[src/hdl/ccr_pkg.sv]
package ccr_pkg;

  localparam int COORD_W = 12;
  localparam int T_W     = 16;
  localparam int POINT_W = 21;
  localparam int SEG_W   = 5;
  localparam int CNT_W   = 6;
  localparam int IDX_W   = 5;

  typedef enum logic {
    OP_LOAD = 1'b0,
    OP_EVAL = 1'b1
  } op_e;

  // one control node, x in the lowest bits
  typedef struct packed {
    logic signed [COORD_W-1:0] z;
    logic signed [COORD_W-1:0] y;
    logic signed [COORD_W-1:0] x;
  } node_t;

  // load enables of the blend stages
  typedef struct packed {
    logic coef;
    logic prod;
    logic sum;
  } pipe_en_t;

endpackage

[src/hdl/ccr_axis_blend.sv]
module ccr_axis_blend
  import ccr_pkg::*;
(
  input  logic                      clk_i,
  input  pipe_en_t                  en_i,
  input  logic signed [COORD_W-1:0] p0_i,
  input  logic signed [COORD_W-1:0] p1_i,
  input  logic signed [COORD_W-1:0] p2_i,
  input  logic signed [COORD_W-1:0] p3_i,
  input  logic [T_W-1:0]            t_i,
  input  logic [T_W-1:0]            t2_i,
  input  logic [T_W-1:0]            t3_i,
  output logic signed [POINT_W-1:0] point_o
);

  localparam int C1_W  = COORD_W + 1;
  localparam int C_W   = COORD_W + 4;
  localparam int TS_W  = T_W + 1;
  localparam int M1_W  = C1_W + TS_W;
  localparam int M_W   = C_W + TS_W;
  localparam int SUM_W = M_W + 2;
  localparam int FRAC_SH = 9;

  logic signed [COORD_W-1:0] p1_c_q, p1_m_q;
  logic signed [C1_W-1:0]    c1_d, c1_q;
  logic signed [C_W-1:0]     c2_d, c2_q, c3_d, c3_q;
  logic signed [C_W-1:0]     e0, e1, e2, e3;
  logic signed [TS_W-1:0]    t_s, t2_s, t3_s;
  logic signed [M1_W-1:0]    m1_d, m1_q;
  logic signed [M_W-1:0]     m2_d, m2_q, m3_d, m3_q;
  logic signed [SUM_W-1:0]   sum;
  logic signed [POINT_W-1:0] point_q;

  assign e0 = C_W'(p0_i);
  assign e1 = C_W'(p1_i);
  assign e2 = C_W'(p2_i);
  assign e3 = C_W'(p3_i);

  assign c1_d = C1_W'(p2_i) - C1_W'(p0_i);
  // 2p0 - 5p1 + 4p2 - p3
  assign c2_d = (e0 <<< 1) - (e1 <<< 2) - e1 + (e2 <<< 2) - e3;
  // -p0 + 3p1 - 3p2 + p3
  assign c3_d = e3 - e0 + (e1 <<< 1) + e1 - (e2 <<< 1) - e2;

  always_ff @(posedge clk_i) begin
    if (en_i.coef) begin
      p1_c_q <= p1_i;
      c1_q   <= c1_d;
      c2_q   <= c2_d;
      c3_q   <= c3_d;
    end
  end

  assign t_s  = $signed({1'b0, t_i});
  assign t2_s = $signed({1'b0, t2_i});
  assign t3_s = $signed({1'b0, t3_i});

  assign m1_d = M1_W'(c1_q) * M1_W'(t_s);
  assign m2_d = M_W'(c2_q) * M_W'(t2_s);
  assign m3_d = M_W'(c3_q) * M_W'(t3_s);

  always_ff @(posedge clk_i) begin
    if (en_i.prod) begin
      p1_m_q <= p1_c_q;
      m1_q   <= m1_d;
      m2_q   <= m2_d;
      m3_q   <= m3_d;
    end
  end

  // 2*p1 in 0.16 units is p1 << 17; halving and 1/256 scaling is a floor shift by 9
  assign sum = (SUM_W'(p1_m_q) <<< (T_W + 1)) + SUM_W'(m1_q) + SUM_W'(m2_q) + SUM_W'(m3_q);

  always_ff @(posedge clk_i) begin
    if (en_i.sum) begin
      point_q <= sum[FRAC_SH +: POINT_W];
    end
  end

  assign point_o = point_q;

endmodule

[config.mk]
export PLATFORM = sky130hd
export DESIGN_NAME = ccr_axis_blend
export DESIGN_NICKNAME = d
export VERILOG_FILES = /design/src/hdl/ccr_pkg.sv /design/src/hdl/ccr_axis_blend.sv
export SDC_FILE = /design/constraint.sdc
export NUM_CORES = 2
export LEC_CHECK = 0
export ABC_CLOCK_PERIOD_IN_PS = 13400
export BUFFER_PORTS_ARGS = -buffer_cell sky130_fd_sc_hd__clkbuf_2
export CAP_MARGIN = 40
export CORE_AREA = 2 2 345 347
export DETAILED_ROUTE_END_ITERATION = 16
export DIE_AREA = 0 0 347 349
export PLACE_DENSITY = 0.52
export REMOVE_ABC_BUFFERS = 1
export SYNTH_ARGS = -nofsm -noshare
export SYNTH_HDL_FRONTEND = slang
export SYNTH_SLANG_ARGS = --single-unit
[constraint.sdc]
create_clock -name clk_i -period 13.4 [get_ports clk_i]
set_input_delay 2.68 -clock clk_i [delete_from_list [all_inputs] [get_ports clk_i]]
set_output_delay 2.68 -clock clk_i [all_outputs]
set_load 0.01 [all_outputs]
---- Yosys cells after proc, flatten, opt, wreduce, memory -nomap -nowiden ----
Index checks and enable logic that the tools add are counted.
storage, ports and cells
  flip-flop bits (word level) ............. 180
  input bits .............................. 100
  output and inout port bits .............. 21
  logic and storage cells ................. 25
operators by class
  add/subtract/negate cells ............... 13
  multipliers ............................. 3
operators by type and width
  operator          number
  $add A30 B30 Y30  2
  $mul A16 B17 Y30  2
  $sub A16 B12 Y16  2
  $add A29 B30 Y30  1
  $mul A13 B17 Y30  1
  $sub A12 B12 Y13  2
  $add A16 B14 Y16  1
  $sub A15 B12 Y16  1
  $sub A15 B13 Y16  1
  $add A14 B12 Y15  1
  $sub A13 B14 Y15  1
  $add A13 B13 Y14  1

---- Logic depth before layout (Yosys ltp) ----
  depth after elaboration ................. 5
  mapped depth ............................ 24
  gate-level depth less buffers ........... 22

---- Least setup slack after synthesis ----
OpenSTA, ideal clock, no wires.
  kind .................................... input-to-reg
  start ................................... input port t3_i[12]
  end ..................................... register m3_q[26], data pin
  arrival time ............................ 8.163 ns
  data required time ...................... 13.141 ns
  path slack .............................. 4.978 ns
  stages .................................. 21
  buffers on the path ..................... 1
  path through ............................ clkbuf_1 -> nand2_1 -> fa_1 -> fa_1 -> fa_1 -> inv_1 -> fa_1 -> fa_1 -> inv_1 -> fa_1 -> inv_1 -> ha_1 -> a21o_1 -> a21o_1 -> a21o_1 -> a2111oi_2 -> a21oi_2 -> a311o_1 -> a21o_1 -> a21oi_2 -> xnor2_1
on the way
  cells in the longest elaborated chain, start to end .. 1
ends and longest elaborated chain
  item                  line                  RTL
  start, declared       ccr_axis_blend.sv:12  input logic [T_W-1:0] t3_i,
  $mul A16 B17 Y30      ccr_axis_blend.sv:60  assign m3_d = M_W'(c3_q) * M_W'(t3_s);
  named net m3_d[26]    ccr_axis_blend.sv:30  logic signed [M_W-1:0] m2_d, m2_q, m3_d, m3_q;
  end signal, assigned  ccr_axis_blend.sv:67  m3_q <= m3_d;
  end, declared         ccr_axis_blend.sv:30
The timed path passes the listed nets, and every way through them passes these cells.
A chain may end at the register's enable or synchronous reset.

---- Worst setup path in the final report ----
  start ................................... input port t3_i[8]
  end ..................................... register m3_q[29], data pin
The elaborated chain is that of the path after synthesis.

==> results.toml <==
[global_route]
grt_antenna_before_repair = 18
grt_usage_pct = 15.53
grt_pass1_wl_um = 144700
grt_max_degree = 53
grt_pass1_vias = 25490
grt.overflow.total = 0

[detailed_routing]
ant_nets = 0
routedWlPerCell_um = 17.58
drt_iter0_drc = 1117
totalWireLength_um = 89730
vias_per_cell = 4.553
drt_first_pass_iters = 5
drc = 0
vias = 23240

[clock_network]
clk_latency_ns = 0.46
clock-sinks = 180
clk_path_buf_depth = 2
cts_setup_buffers = 0
cts-root-buf = "clkbuf_16"
cts_inserted_buffers = 17
tritoncts = "yes"
cts_resized = 0
h-tree-depth = 4
clk_pin_slew_ns = 0.08
cts_hold_buf = 0

[sta]
setup-violations-final = 0
fmax_ghz = 0.1189
drv_slew = 0
finalCritPeriodShare_pct = 62.76
fin_worst_skew_ns = 0.01414
hold_violations = 0
period_needed_ns = 8.410
rsz0062_at_grt = "false"
timing.setup.tns_ns = 0
slew-limit-headroom_pct = 37.37
tightestPinTransition_ns = 0.9248
fin_ws_ns = 4.990

[worst_setup_path]
cp_cell_sequence = "clkbuf_2 > and2_1 > fa_1 > inv_1 > fa_1 > fa_1 > inv_1 > fa_1 > fa_1 > inv_1 > fa_1 > inv_1 > ha_1 > o21ai_0 > a21oi_1 > o21ai_0 > nor3_1 > o41ai_1 > and3_1 > o41ai_1 > a21oi_1 > xnor2_1"
startpoint_type = "input pin"
r2r_start = "c2_q[8]$_DFFE_PP_"
crit_required_ns = 13.61
crit_type = "input pin to flip-flop"
reg2reg_to = "m2_q[29]$_DFFE_PP_"
crit_path_end_kind = "flip-flop"
path_buf_inv = 5
cp_top_family = "adder cells"
crit_fanout = 16
critPathMaxStageDelay_ns = 0.53
cp.depth = 22
cpMaxStageDelayCell = "fa_1"
cp_common_cell = "fa_1"
r2r_cells = 22
r2r_setup_slack_ns = 6.68
cp.arrival_ns = 8.62

[logic_synthesis]
async_reset_ff_share_pct = 0
synth_area_leader_cell = "fa_1"
synth.distinct_cells = 68
synthSimpleGateAreaFrac_pct = 13.54
synth_compound_area_share_pct = 5.179
synthesis.area_mm2 = 0.03489
ys.flop_type = "edfxtp_1"
ys_ff_latch = 180
synth_cells = 3494
seq_area_frac_synth_pct = 15.49
synth_top_area_share_pct = 38.39
synth_top_family_by_area = "adder cells"
synth.area.top_cells = "fa_1, edfxtp_1, ha_1"
synth_edf_count = 180
synth_mux_area_share_pct = 0.02869
synthAdderAreaFrac_pct = 52.81
yosys_warnings = 0
postSynthAreaPerCell_um2 = 9.985
synth-xor-area-share_pct = 3.465

[hold_path]
min_from = "p1_c_q[4]$_DFFE_PP_"
hold_depth = 0
hold_path.class = "flip-flop to flip-flop"
whs_endpoint = "p1_m_q[4]$_DFFE_PP_"

[cells_and_area]
finalInstanceArea_mm2 = 0.03778
layout_commonest_cell = "inv_1"
area_growth_pct = 8.281
mostFrequentLayoutCells = "inv_1, fa_1, ha_1, nand2_1, and2_1"
drive_gt1_share_pct = 5.022
fill_cells = 12100
fin_nets = 4722

[placed_design]
place_ws_ns = 4.527
placed_area_mm2 = 0.03722
numPortBuffers = 120
dp_hpwl_um = 74540
gp_congestion = 0.8174

[run_status]
status = "finished, final reports clean"

[floorplanning]
die_x_um = 347
ios = 121
start_util_pct = 29.70
row_count = 126
dieHeight_um = 349
dieArea_mm2 = 0.1211
core_mm2 = 0.1175

[flow_run]
max_cap_violations = 0
routing by layer:
layer / wire [um] / vias up / global-route usage (%) / share of wire, %
li1: - / 10820 / - / -
met1: 40820 / 11920 / 20.85 / 45
met2: 43340 / 394 / 26.38 / 48
met3: 3767 / 92 / 2.544 / 4.2
met4: 1693 / 18 / 3.141 / 1.9
met5: 104 / - / 0 / 0.12
state kept, by name, indices dropped and copies added (netlist names):
| name | flops |
|---|---|
| p1_c_q | 12 |
| point_o | 21 |
| c2_q | 16 |
| m3_q | 30 |
| m2_q | 30 |
| c3_q | 16 |
| m1_q | 30 |
| c1_q | 13 |
| p1_m_q | 12 |
through the flow:
step	util [%]	hold slack (ns)	cells
4_1_cts	32.15	0.4244	5100
3_5_place_dp	31.69	0.4056	5068
2_1_floorplan	-	0.4003	3400
3_3_place_gp	31.61	0.4004	5064
5_1_grt	32.16	0.4299	5101
6_report	32.16	0.4261	5104
Yosys cell counts, types with 28 or more instances:
library cell    n
edfxtp_1      180
nand2_1       394
ha_1          402
inv_1         786
nor2_1         93
clkbuf_1       94
o21ai_0        34
a21o_1         36
and2_1        328
a21oi_1        76
xnor2_1       110
nand2b_1       34
fa_1          669
xor2_1         28
logic make-up (layout without fill, tap and decap cells):
logic type                 after synthesis  count (layout)
DFF                                    180             180
adders and majority gates             1071            1071
xor gates and xnor gates               138             138
buffers and inverters                  882             952
other                                    0               4
AOI/OAI and AO/OA                      267             267
and+or+nand+nor                        955             955
muxes                                    1               1
worst register-to-register path, stage by stage, from the launching register on:
cell and delay, ns:
edfxtp_1 0.88, nand2_1 0.19, fa_1 0.55, inv_1 0.05, fa_1 0.50, inv_1 0.06, fa_1 0.53, inv_1 0.05
fa_1 0.47, fa_1 0.49, inv_1 0.05, fa_1 0.47, inv_1 0.04, ha_1 0.36, o21a_1 0.14, o211ai_1 0.11
a21o_1 0.19, o211ai_1 0.19, a21oi_1 0.16, o31ai_1 0.52, a221oi_1 0.18, o21bai_1 0.19, xnor2_1 0.09
area by class of cell:
class / instances / area (um2) / share of cell area (%)
well taps: 1536 / 1922 / 5.088
clock buffers: 17 / 425.4 / 1.126
diodes: 4 / 10.01 / 0.02650
multi-input cells: 2432 / 26170 / 69.28
clock inverters: 15 / 121.4 / 0.3213
flip-flops and latches: 180 / 5405 / 14.31
inverters: 788 / 2958 / 7.830
repair buffers: 132 / 763.2 / 2.020
worst max-delay path by stage:
stage,start,to,slack (ns)
after global placement,t3_i[9],m3_q[26]$_DFFE_PP_,4.57
after CTS,t2_i[7],m2_q[29]$_DFFE_PP_,5.01
after floorplan,t3_i[9],m3_q[26]$_DFFE_PP_,5.18
after detailed placement,t2_i[7],m2_q[29]$_DFFE_PP_,4.53
after global routing,t2_i[6],m2_q[29]$_DFFE_PP_,4.61
final,t3_i[8],m3_q[29]$_DFFE_PP_,4.99
Power is not shown: default switching activity piles up to over one toggle a cycle in this logic, so the estimate is an artifact.
